## src/aip_pkg.sv

```systemverilog
package aip_pkg;

	localparam int CharW    = 8;
	localparam int ValueW   = 64;
	localparam int HalfW    = ValueW / 2;
	localparam int ModeW    = 3;
	localparam int CfgIdxW  = 1;
	localparam int CfgDataW = 3;

	localparam logic [ModeW-1:0] MODE_DEC_U  = 3'd0;
	localparam logic [ModeW-1:0] MODE_DEC_S  = 3'd1;
	localparam logic [ModeW-1:0] MODE_HEX    = 3'd2;
	localparam logic [ModeW-1:0] MODE_AUTO_U = 3'd3;
	localparam logic [ModeW-1:0] MODE_AUTO_S = 3'd4;

	localparam logic [CfgIdxW-1:0] REG_PARSE_MODE  = 1'b0;
	localparam logic [CfgIdxW-1:0] REG_WIDE_RESULT = 1'b1;

	localparam logic [CharW-1:0] CH_ZERO  = 8'h30;
	localparam logic [CharW-1:0] CH_NINE  = 8'h39;
	localparam logic [CharW-1:0] CH_MINUS = 8'h2d;
	localparam logic [CharW-1:0] CH_PLUS  = 8'h2b;
	localparam logic [CharW-1:0] CH_SPACE = 8'h20;
	localparam logic [CharW-1:0] CH_TAB   = 8'h09;
	localparam logic [CharW-1:0] CH_CR    = 8'h0d;
	localparam logic [CharW-1:0] CH_LO_X  = 8'h78;
	localparam logic [CharW-1:0] CH_UP_X  = 8'h58;
	localparam logic [CharW-1:0] CH_LO_A  = 8'h61;
	localparam logic [CharW-1:0] CH_LO_F  = 8'h66;
	localparam logic [CharW-1:0] CH_UP_A  = 8'h41;
	localparam logic [CharW-1:0] CH_UP_F  = 8'h46;

	typedef enum logic [4:0] {
		PH_START = 5'b00001,
		PH_ZERO  = 5'b00010,
		PH_HEX   = 5'b00100,
		PH_DEC   = 5'b01000,
		PH_DONE  = 5'b10000
	} phase_t;

	function automatic logic is_dec(input logic [CharW-1:0] c);
		return (c >= CH_ZERO) && (c <= CH_NINE);
	endfunction

	function automatic logic is_white(input logic [CharW-1:0] c);
		return (c == CH_SPACE) || ((c >= CH_TAB) && (c <= CH_CR));
	endfunction

	function automatic logic is_sign(input logic [CharW-1:0] c);
		return (c == CH_PLUS) || (c == CH_MINUS);
	endfunction

	function automatic logic is_hex_pref(input logic [CharW-1:0] c);
		return (c == CH_LO_X) || (c == CH_UP_X);
	endfunction

	// bit 4 set when c is a hex digit, low bits give its value
	function automatic logic [4:0] hex_digit(input logic [CharW-1:0] c);
		logic [CharW-1:0] d;
		d = '0;
		if (is_dec(c)) begin
			d = c - CH_ZERO;
			return {1'b1, d[3:0]};
		end else if ((c >= CH_LO_A) && (c <= CH_LO_F)) begin
			d = c - CH_LO_A + 8'd10;
			return {1'b1, d[3:0]};
		end else if ((c >= CH_UP_A) && (c <= CH_UP_F)) begin
			d = c - CH_UP_A + 8'd10;
			return {1'b1, d[3:0]};
		end
		return 5'b0;
	endfunction

endpackage

```

## src/aip_if.sv

```systemverilog
interface aip_in_if;
	logic                       valid;
	logic                       ready;
	logic [aip_pkg::CharW-1:0]  char_code;
	logic                       is_last;

	modport source (output valid, output char_code, output is_last, input ready);
	modport sink   (input valid, input char_code, input is_last, output ready);
endinterface

interface aip_out_if;
	logic                       valid;
	logic                       ready;
	logic [aip_pkg::ValueW-1:0] value;

	modport source (output valid, output value, input ready);
	modport sink   (input valid, input value, output ready);
endinterface

interface aip_cfg_if;
	logic                         valid;
	logic                         ready;
	logic [aip_pkg::CfgIdxW-1:0]  index;
	logic [aip_pkg::CfgDataW-1:0] data;

	modport source (output valid, output index, output data, input ready);
	modport sink   (input valid, input index, input data, output ready);
endinterface

```

## src/ascii_integer_parser_top.sv

```systemverilog
// Parses a decimal or hex number string fed one character per beat on din, with is_last on
// the final character, and returns one 64-bit value on dout per string (zero-extended low
// 32 bits when wide_result is 0). A character can be accepted every cycle unless dout
// stalls a last one; the per-string state is updated by one shift-add of the accumulator
// in the cycle after a character is registered; a string's value goes via the s2 register
// to dout, with the final negate in a stage of its own. cfg registers (0 parse_mode, 1
// wide_result) may only be written while no string is in progress or in flight.
module ascii_integer_parser_top (
	input  logic       clk,
	input  logic       arst_n,
	aip_in_if.sink     din,
	aip_out_if.source  dout,
	aip_cfg_if.sink    cfg
);

	logic [aip_pkg::ModeW-1:0]  mode_q;
	logic                       wide_q;

	logic                       s1_valid_q;
	logic [aip_pkg::CharW-1:0]  char_s1;
	logic                       last_s1;

	aip_pkg::phase_t            phase_q;
	logic [aip_pkg::ValueW-1:0] acc_q;
	logic                       neg_q;

	logic                       s2_valid_q;
	logic [aip_pkg::ValueW-1:0] acc_s2;
	logic                       neg_s2;
	logic                       wide_s2;

	logic                       out_valid_q;
	logic [aip_pkg::ValueW-1:0] value_q;

	aip_pkg::phase_t            phase_n;
	logic [aip_pkg::ValueW-1:0] acc_n;
	logic                       neg_n;
	logic [aip_pkg::ModeW-1:0]  mode_eff;
	logic                       signed_form;
	logic [4:0]                 hex_d;
	logic [aip_pkg::ValueW-1:0] dec_d;
	logic [aip_pkg::ValueW-1:0] neg_val;

	logic out_free, s2_adv, s2_free, s1_fire;

	assign cfg.ready = 1'b1;

	always_ff @(posedge clk or negedge arst_n) begin
		if (!arst_n) begin
			mode_q <= aip_pkg::MODE_AUTO_S;
			wide_q <= 1'b1;
		end else if (cfg.valid) begin
			unique case (cfg.index)
				aip_pkg::REG_PARSE_MODE:  mode_q <= cfg.data;
				aip_pkg::REG_WIDE_RESULT: wide_q <= cfg.data[0];
				default: ;
			endcase
		end
	end

	// handshake chain
	assign out_free  = !out_valid_q || dout.ready;
	assign s2_adv    = s2_valid_q && out_free;
	assign s2_free   = !s2_valid_q || out_free;
	assign s1_fire   = s1_valid_q && (!last_s1 || s2_free);
	assign din.ready = !s1_valid_q || s1_fire;

	// next parse state for the registered character
	always_comb begin
		mode_eff    = (mode_q > aip_pkg::MODE_AUTO_S) ? aip_pkg::MODE_AUTO_S : mode_q;
		signed_form = (mode_eff == aip_pkg::MODE_DEC_S) || (mode_eff == aip_pkg::MODE_HEX) ||
			(mode_eff == aip_pkg::MODE_AUTO_S);
		hex_d   = aip_pkg::hex_digit(char_s1);
		dec_d   = {{(aip_pkg::ValueW-4){1'b0}}, char_s1[3:0]};
		phase_n = phase_q;
		acc_n   = acc_q;
		neg_n   = neg_q;
		unique case (phase_q)
			aip_pkg::PH_START: begin
				if (signed_form && (aip_pkg::is_sign(char_s1) || aip_pkg::is_white(char_s1))) begin
					if (char_s1 == aip_pkg::CH_MINUS) neg_n = !neg_q;
				end else if ((mode_eff == aip_pkg::MODE_DEC_U) ||
						(mode_eff == aip_pkg::MODE_DEC_S)) begin
					if (aip_pkg::is_dec(char_s1)) begin
						acc_n   = dec_d;
						phase_n = aip_pkg::PH_DEC;
					end else begin
						phase_n = aip_pkg::PH_DONE;
					end
				end else if (char_s1 == aip_pkg::CH_ZERO) begin
					phase_n = aip_pkg::PH_ZERO;
				end else if ((mode_eff != aip_pkg::MODE_HEX) && aip_pkg::is_dec(char_s1)) begin
					acc_n   = dec_d;
					phase_n = aip_pkg::PH_DEC;
				end else begin
					phase_n = aip_pkg::PH_DONE;
				end
			end
			aip_pkg::PH_ZERO: begin
				phase_n = aip_pkg::is_hex_pref(char_s1) ? aip_pkg::PH_HEX : aip_pkg::PH_DONE;
			end
			aip_pkg::PH_HEX: begin
				if (hex_d[4]) acc_n = {acc_q[aip_pkg::ValueW-5:0], hex_d[3:0]};
				else phase_n = aip_pkg::PH_DONE;
			end
			aip_pkg::PH_DEC: begin
				if (aip_pkg::is_dec(char_s1)) acc_n = (acc_q << 3) + (acc_q << 1) + dec_d;
				else phase_n = aip_pkg::PH_DONE;
			end
			aip_pkg::PH_DONE: phase_n = aip_pkg::PH_DONE;
			default: phase_n = aip_pkg::PH_DONE;
		endcase
	end

	always_ff @(posedge clk or negedge arst_n) begin
		if (!arst_n) begin
			s1_valid_q <= 1'b0;
		end else if (din.valid && din.ready) begin
			s1_valid_q <= 1'b1;
		end else if (s1_fire) begin
			s1_valid_q <= 1'b0;
		end
	end

	always_ff @(posedge clk) begin
		if (din.valid && din.ready) begin
			char_s1 <= din.char_code;
			last_s1 <= din.is_last;
		end
	end

	always_ff @(posedge clk or negedge arst_n) begin
		if (!arst_n) begin
			phase_q <= aip_pkg::PH_START;
			acc_q   <= '0;
			neg_q   <= 1'b0;
		end else if (s1_fire) begin
			if (last_s1) begin
				phase_q <= aip_pkg::PH_START;
				acc_q   <= '0;
				neg_q   <= 1'b0;
			end else begin
				phase_q <= phase_n;
				acc_q   <= acc_n;
				neg_q   <= neg_n;
			end
		end
	end

	always_ff @(posedge clk or negedge arst_n) begin
		if (!arst_n) begin
			s2_valid_q <= 1'b0;
		end else if (s1_fire && last_s1) begin
			s2_valid_q <= 1'b1;
		end else if (s2_adv) begin
			s2_valid_q <= 1'b0;
		end
	end

	always_ff @(posedge clk) begin
		if (s1_fire && last_s1) begin
			acc_s2  <= acc_n;
			neg_s2  <= neg_n;
			wide_s2 <= wide_q;
		end
	end

	// sign and width of the result
	always_comb begin
		neg_val = neg_s2 ? ('0 - acc_s2) : acc_s2;
		if (!wide_s2) neg_val = {{(aip_pkg::ValueW-aip_pkg::HalfW){1'b0}},
			neg_val[aip_pkg::HalfW-1:0]};
	end

	always_ff @(posedge clk or negedge arst_n) begin
		if (!arst_n) begin
			out_valid_q <= 1'b0;
		end else if (s2_adv) begin
			out_valid_q <= 1'b1;
		end else if (dout.ready) begin
			out_valid_q <= 1'b0;
		end
	end

	always_ff @(posedge clk) begin
		if (s2_adv) value_q <= neg_val;
	end

	assign dout.valid = out_valid_q;
	assign dout.value = value_q;

endmodule
```

## src/flat_wrapper.sv

```systemverilog
// flat-port wrapper written by rule: the top's interface ports become plain ports
module ascii_integer_parser_top_flat 
  (clk, arst_n, din_valid, din_char_code, din_is_last, din_ready, dout_valid, dout_value, dout_ready, cfg_valid, cfg_index, cfg_data, cfg_ready);
  aip_in_if din_i ();
  aip_out_if dout_i ();
  aip_cfg_if cfg_i ();
  input  logic clk;
  input  logic arst_n;
  input wire logic [$bits(din_i.valid)-1:0] din_valid;
  input wire logic [$bits(din_i.char_code)-1:0] din_char_code;
  input wire logic [$bits(din_i.is_last)-1:0] din_is_last;
  output wire logic [$bits(din_i.ready)-1:0] din_ready;
  output wire logic [$bits(dout_i.valid)-1:0] dout_valid;
  output wire logic [$bits(dout_i.value)-1:0] dout_value;
  input wire logic [$bits(dout_i.ready)-1:0] dout_ready;
  input wire logic [$bits(cfg_i.valid)-1:0] cfg_valid;
  input wire logic [$bits(cfg_i.index)-1:0] cfg_index;
  input wire logic [$bits(cfg_i.data)-1:0] cfg_data;
  output wire logic [$bits(cfg_i.ready)-1:0] cfg_ready;
  assign din_i.valid = din_valid;
  assign din_i.char_code = din_char_code;
  assign din_i.is_last = din_is_last;
  assign din_ready = din_i.ready;
  assign dout_valid = dout_i.valid;
  assign dout_value = dout_i.value;
  assign dout_i.ready = dout_ready;
  assign cfg_i.valid = cfg_valid;
  assign cfg_i.index = cfg_index;
  assign cfg_i.data = cfg_data;
  assign cfg_ready = cfg_i.ready;
  ascii_integer_parser_top u_core (.clk(clk), .arst_n(arst_n), .din(din_i), .dout(dout_i), .cfg(cfg_i));
endmodule
```

## config.mk

```make
export PLATFORM = sky130hd
export DESIGN_NAME = ascii_integer_parser_top_flat
export DESIGN_NICKNAME = d
export VERILOG_FILES = /design/src/aip_pkg.sv /design/src/aip_if.sv /design/src/ascii_integer_parser_top.sv /design/src/flat_wrapper.sv
export SDC_FILE = /design/constraint.sdc
export NUM_CORES = 1
export LEC_CHECK = 0
export BUFFER_PORTS_ARGS = -buffer_cell sky130_fd_sc_hd__buf_4
export CORE_MARGIN = 8
export CORE_UTILIZATION = 45
export CTS_CLUSTER_DIAMETER = 200
export CTS_CLUSTER_SIZE = 20
export DETAILED_ROUTE_END_ITERATION = 8
export SLEW_MARGIN = 20
export SYNTH_ARGS = -nofsm -noshare
export SYNTH_HDL_FRONTEND = slang
export SYNTH_SLANG_ARGS = --single-unit
```

## constraint.sdc

```tcl
create_clock -name clk -period 8.15 [get_ports clk]
set_input_delay 0.4075 -clock clk [delete_from_list [all_inputs] [get_ports clk]]
set_output_delay 0.4075 -clock clk [all_outputs]
set_load 0.01 [all_outputs]
```

; ---- After elaboration in Yosys (flattened, before gate mapping)
; Cells that the tools add are included.
[totals]
word_cells = 121
output_inout_bits = 67
ff_bits = 216
[classes]
reduce_logical = 33
eq_ne = 17
order_cmp = 9
muxes = 38
bitwise = 1
addsub = 8
[ops]
columns = operator, n
row1 = 64-bit 2-to-1 mux, 9
row2 = 64-bit case mux with 3 select lines, 1
row3 = 5-bit 2-to-1 mux, 13
row4 = 64-bit by 4-bit adder with 64-bit output, 1
row5 = 64-bit adder, 1
row6 = 1-bit by 64-bit subtractor with 64-bit output (first input constant), 1
row7 = 8-bit by 6-bit == test with 1-bit output (second input constant), 4
row8 = 5-bit case mux with 4 select lines, 1
row9 = 8-bit by 7-bit == test with 1-bit output (second input constant), 2
row10 = 8-bit by 7-bit greater-or-equal comparator with 1-bit output (second input constant), 2
row11 = 8-bit by 7-bit less-or-equal comparator with 1-bit output (second input constant), 2
row12 = 1-bit 2-to-1 mux, 13
row13 = 3-bit by 2-bit != test with 1-bit output (second input constant), 4
row14 = 4-bit by 1-bit subtractor with 4-bit output (second input constant), 3
row15 = 1-bit logical OR, 11
row16 = 1-bit logical AND, 10
row17 = 4-bit adder (second input constant), 2
row18 = 8-bit by 4-bit greater-or-equal comparator with 1-bit output (second input constant), 1
row19 = 8-bit by 6-bit greater-or-equal comparator with 1-bit output (second input constant), 1
row20 = 8-bit by 4-bit less-or-equal comparator with 1-bit output (second input constant), 1
row21 = 8-bit by 6-bit less-or-equal comparator with 1-bit output (second input constant), 1
row22 = 2-bit nonzero test, 3
row23 = 5-bit by 1-bit == test with 1-bit output (second input constant), 1
row24 = 5-bit by 2-bit == test with 1-bit output (second input constant), 1
row25 = 12 further kinds, 17

; ---- Longest topological paths before layout
[depth]
depth_word = 10
ltp_mapped = 14
depth_no_buf = 13

; ---- Worst setup path before layout
; OpenSTA, ideal clock, no wires.
[synth_timing]
path_kind = register to register
from = reg u_core.char_s1[3] (netlist bit)
to = reg u_core.acc_s2[39] (netlist bit) (data pin)
path_slack_ns = 4.185
stages_incl_launch_ff = 15
n_path_buf = 1
t_arrival_ns = 3.696
cell_sequence = edfxtp_1 > clkbuf_1 > inv_1 > fa_1 > inv_1 > ha_1 > a211oi_1 > nor2_1 > o311ai_0 > a211oi_1 > or4_1 > a21boi_0 > nor2_1 > mux2i_1 > o21ai_0
[synth_via]
elab_chain_len = 8
elab_cells_between_ends = 36
cone_classes = 1 x add/sub / 8 x order compare / 4 x eq/ne / 14 x mux / 9 x reduce/logical
[synth_rtl]
columns = element, line
row1 = "start, declared", ascii_integer_parser_top.sv:20  ; logic [aip_pkg::CharW-1:0] char_s1;
row2 = "start signal, assigned", ascii_integer_parser_top.sv:127  ; char_s1 <= din.char_code;
row3 = 8-bit by 7-bit greater-or-equal comparator with 1-bit output (tied with other cells), aip_pkg.sv:67  ; end else if ((c >= CH_UP_A) && (c <= CH_UP_F)) begin
row4 = "1-bit logical AND, on equally long branches", "aip_pkg.sv:67, aip_pkg.sv:42"
row5 = 1-bit 2-to-1 mux / 1-bit logical AND (equally long branches), "aip_pkg.sv:67, ascii_integer_parser_top.sv:92"
row6 = 1-bit 2-to-1 mux / 64-bit 2-to-1 mux (equally long branches), "aip_pkg.sv:64, ascii_integer_parser_top.sv:92"
row7 = 1-bit 2-to-1 mux / 64-bit 2-to-1 mux (equally long branches), "aip_pkg.sv:61, ascii_integer_parser_top.sv:90"
row8 = 5-bit 2-to-1 mux / 64-bit 2-to-1 mux (equally long branches), "aip_pkg.sv:71, ascii_integer_parser_top.sv:82"
row9 = "64-bit 2-to-1 mux, on equally long branches", "ascii_integer_parser_top.sv:103, ascii_integer_parser_top.sv:80"
row10 = 64-bit case mux with 3 select lines *, ascii_integer_parser_top.sv:78  ; unique case (phase_q)
row11 = net u_core.acc_n (one bit), ascii_integer_parser_top.sv:36  ; logic [aip_pkg::ValueW-1:0] acc_n;
row12 = "end signal, assigned", ascii_integer_parser_top.sv:162  ; acc_s2 <= acc_n;
row13 = "end, declared", ascii_integer_parser_top.sv:28  ; logic [aip_pkg::ValueW-1:0] acc_s2;
; The timed path passes the listed nets; every way through them passes the cells marked *.
; A chain may end at the register's enable or synchronous reset.

; ---- Worst setup path after layout
[layout_timing]
from = reg u_core.char_s1[3] (netlist bit)
to = reg u_core.acc_s2[46] (netlist bit) (data pin)
; Same word-level chain as after synthesis.

==> parameters.txt <==
Parameter                              Value

Outcome
  Result of the run    complete, no violations

Setup path
  Critical Path, Cell by Cell    inv_1 -> fa_1 -> inv_1 -> fa_1 -> a21o_1 -> nand4_1 -> nand2_1 -> a311oi_1 -> o21ai_0 -> a21oi_1 -> xnor2_1 -> a222oi_1 -> inv_1
  Cell with the largest stage delay on the worst path    sky130_fd_sc_hd__a311oi_1
  Critical path class    reg -> reg
  Critical path startpoint category    register
  Crit path largest cell delay    0.63 ns
  Data arrival time of the worst path    4.80 ns
  Critical register-to-register path startpoint    u_core.char_s1[3]
  Critical path endpoint category    register
  Required time of the critical path    8.40 ns
  Most repeated library cell on the critical path    sky130_fd_sc_hd__inv_1
  Launching element of the worst setup path    u_core.char_s1[3]
  Biggest fanout along the worst timing path    10

Yosys
  Net count after synthesis    about 1600
  Most common cell in the netlist    sky130_fd_sc_hd__edfxtp_1
  Prevailing post-synth register cell    sky130_fd_sc_hd__edfxtp_1
  Top cells by area in the synthesized netlist    sky130_fd_sc_hd__edfxtp_1 (28%), sky130_fd_sc_hd__dfrtp_1 (13%), sky130_fd_sc_hd__ha_1 (11%)
  Warnings from Yosys    0
  Part of the Yosys area used for sequential elements    approximately 41%
  Most area-hungry cell type in the Yosys netlist    sky130_fd_sc_hd__edfxtp_1
  Cell count after synthesis    ~1500
  Leading post-synthesis cells by instance count    sky130_fd_sc_hd__edfxtp_1 (139), sky130_fd_sc_hd__o21ai_0 (131), sky130_fd_sc_hd__ha_1 (128)
  Share of the synthesized area in the top cell type    28.3%
  Avg Synthesized Cell Area    9.96 um^2
  Number of register bits inferred by synthesis    about 220
  Area of the mapped netlist    14800 um^2
  Library cells used by synthesis    between 60 and 70
  Async SR Flop Fraction    about 36%
  Number of synthesized flops with an enable pin    approximately 140

Timing
  Final-report hold violation count    0
  Final critical-path share of the clock period    55.9%
  Max transition margin    around 33%
  Final setup TNS    0 ns
  Endpoints failing setup    0
  Maximum clock rate    0.220 GHz
  Worst hold slack across all endpoints    between 0.08 and 0.09 ns
  Post-route worst setup slack    about 3.6 ns
  Least-Margin Pin Slew    between 1 and 1.5 ns
  Unrepaired setup endpoints after global routing    false
  Time the worst path needs with I/O delays and setup    about 4.6 ns
  Total count of max-transition violations in the final report    0
  Skew final    roughly 0.020 ns

Clock network
  Clock tree from TritonCTS    done
  Post-CTS clock slew at the launch and capture registers of the worst setup and hold paths    roughly 0.090 ns
  Root buffer cell    sky130_fd_sc_hd__clkbuf_16
  # clock sinks    ~220
  Post_cts resized    0
  CTS Buf Count    14
  Hold buffer count at cts    1
  Post-CTS setup repair buffer count    0
  Worst-skew pair later-pin latency    approximately 0.5 ns
  Maximum count of clock buffers along a single path    3
  # H-tree levels    1

Power
  Power per cell area    ~140 nW/um^2
  Net switching share of the total power    between 20 and 30%
  Internal Power    between 0.0015 and 0.002 W
  Maximum vdd ir drop    146 uV
  Fraction of power consumed by combinational cells    a little over a tenth
  Power Total    0.00224 W
  Part of the total power dissipated in the clock network    32.8%
  Switching component of the power    roughly 0.00056 W
  Leakage Power    between 6 and 7 nW
  Fraction of power consumed by sequential logic    56.4%

Final layout
  Share of post-route cells with drive strength above 1    under 10%
  Diodes inserted    0
  Layout overhead on the synthesized area    9.89%
  Final core occ    between 40 and 50%
  Number of nets in the final layout    approximately 1700

Die
  Starting density of the core    45.5%
  Horizontal die dimension    197 um
  Standard-cell rows    66
  Area of the placeable core    about 32000 um^2
  Die Outline Area    between 30000 and 40000 um^2
  Number of top-level pins    85
  Die Ht    slightly below 200 um

Drt
  Avg WL per Cell    between 20 and 25 um
  Post-DRT Antenna Nets    0
  Met2 routed wirelength    17300 um
  DRC    0
  Detail-routed via count per cell    roughly 6.0
  Drt first-iter violations    between 1000 and 1500
  Vias    between 10000 and 15000
  Met3 WL    about 3400 um
  Overall routed net length    40900 um
  First drt pass iteration count    7
  Highest metal layer with signal wires    met4
  Post-Route M1 WL    around 19000 um

Min path
  Worst hold path type    in -> reg
  Source of the worst hold timing path    din_is_last

Place
  Global placer's final weighted congestion    between 0.9 and 1
  Setup Slack @ Placement    3.56 ns
  Input/output buffers    a little over 80
  Final HPWL DP    30400 um

GRT
  Vias in the first global route    around 12000
  GRT Overall Usage    between 20% and 30%
  Initial antenna violation count    0
  Final global-route overflow total    0
  Global-route wire length before repair    65100 um
  Maximum number of pins on one net before global-route repair    65

Run
  Max-capacitance violation count    0
==> layer usage <==
layer / up-vias / track usage, %
li1: 5722 / -
met1: 5723 / 29.6
met2: 394 / 31.7
met3: 59 / 4.34
met4: 0 / 5.54
met5: - / 0
==> layout by cell type (no fill, tap or decap), drive strengths merged, types with 23 or more instances in the layout <==
cell | netlist | final
a21o | 35 | 35
a21oi | 99 | 99
a22o | 38 | 38
a22oi | 55 | 55
and2 | 45 | 45
buf | 7 | 95
clkbuf | 64 | 24
dfrtp | 74 | 74
edfxtp | 139 | 139
ha | 128 | 128
inv | 51 | 51
nand2 | 113 | 113
nand4 | 24 | 24
nor2 | 51 | 51
o21ai | 131 | 131
o31ai | 29 | 29
xnor2 | 98 | 98
xor2 | 23 | 23
==> final timing paths <==
kind                                     end  slack [ns]  depth (start not counted)
max                        u_core.acc_s2[46]        3.59                         13
min                           u_core.last_s1        0.08                          1
max reg2reg                u_core.acc_s2[46]        3.59                         13
min reg2reg                u_core.phase_q[0]        0.49                          2
max in group asynchronous   u_core.acc_q[60]        6.70                          3
min in group asynchronous    u_core.acc_q[4]        0.39                          2
==> cell type report <==
class                           count  area, um^2
Clock buffer                       24         430
Tap cell                          442         553
Fill cell                        3027       16200
Inverter                           51         191
Multi-Input combinational cell   1144        8220
Sequential cell                   216        6100
Timing Repair Buffer               96         723
==> power by group through the flow <==
| stage | Clock, W | Sequential (W) | Combinational, W |
|---|---|---|---|
| 6_report | 0.000737 | 0.00127 | 0.000242 |
| 2_1_floorplan | 0 | 0.00129 | 0.000137 |
| 3_3_place_gp | 0 | 0.00129 | 0.000244 |
| 3_5_place_dp | 0 | 0.00129 | 0.000244 |
| 5_1_grt | 0.000790 | 0.00127 | 0.000267 |
| 4_1_cts | 0.000758 | 0.00126 | 0.000246 |
==> state kept, by name (all words and copies together) (netlist names) <==
name,cells
u_core.acc_q,64
u_core.acc_s2,64
u_core.dout.value,64
u_core.char_s1,8
u_core.phase_q,5
u_core.mode_q,3
u_core.dout.valid,1
u_core.last_s1,1
u_core.neg_q,1
u_core.neg_s2,1
u_core.s1_valid_q,1
u_core.s2_valid_q,1
u_core.wide_q,1
u_core.wide_s2,1
==> critical path, delay by kind of cell (launching register included) <==
family | cells | cell delay (ns)
compound gates | 5 | 2.13
xor+xnor | 1 | 0.13
fa+ha+maj | 2 | 0.97
buf+inv | 3 | 0.31
flops | 1 | 0.55
simple gates | 2 | 0.23
==> cell families after synthesis <==
group / after synthesis / share of synthesized area [%]
simple gates: 367 / 13.0
fa+ha+maj: 130 / 11.1
compound gates: 516 / 23.6
flops: 216 / 41.4
mux: 9 / 0.653
other cells: 1 / 0.0254
buf+inv: 122 / 3.13
xor+xnor: 121 / 7.18
==> per-stage QoR <==
step           cells  area (um^2)
6_report        1973        16200
5_1_grt         1973        16200
4_1_cts         1973        16200
3_5_place_dp    1948        15800
3_3_place_gp    1948        15800
2_1_floorplan   1482        14800
(Power assumes the default switching activity.)
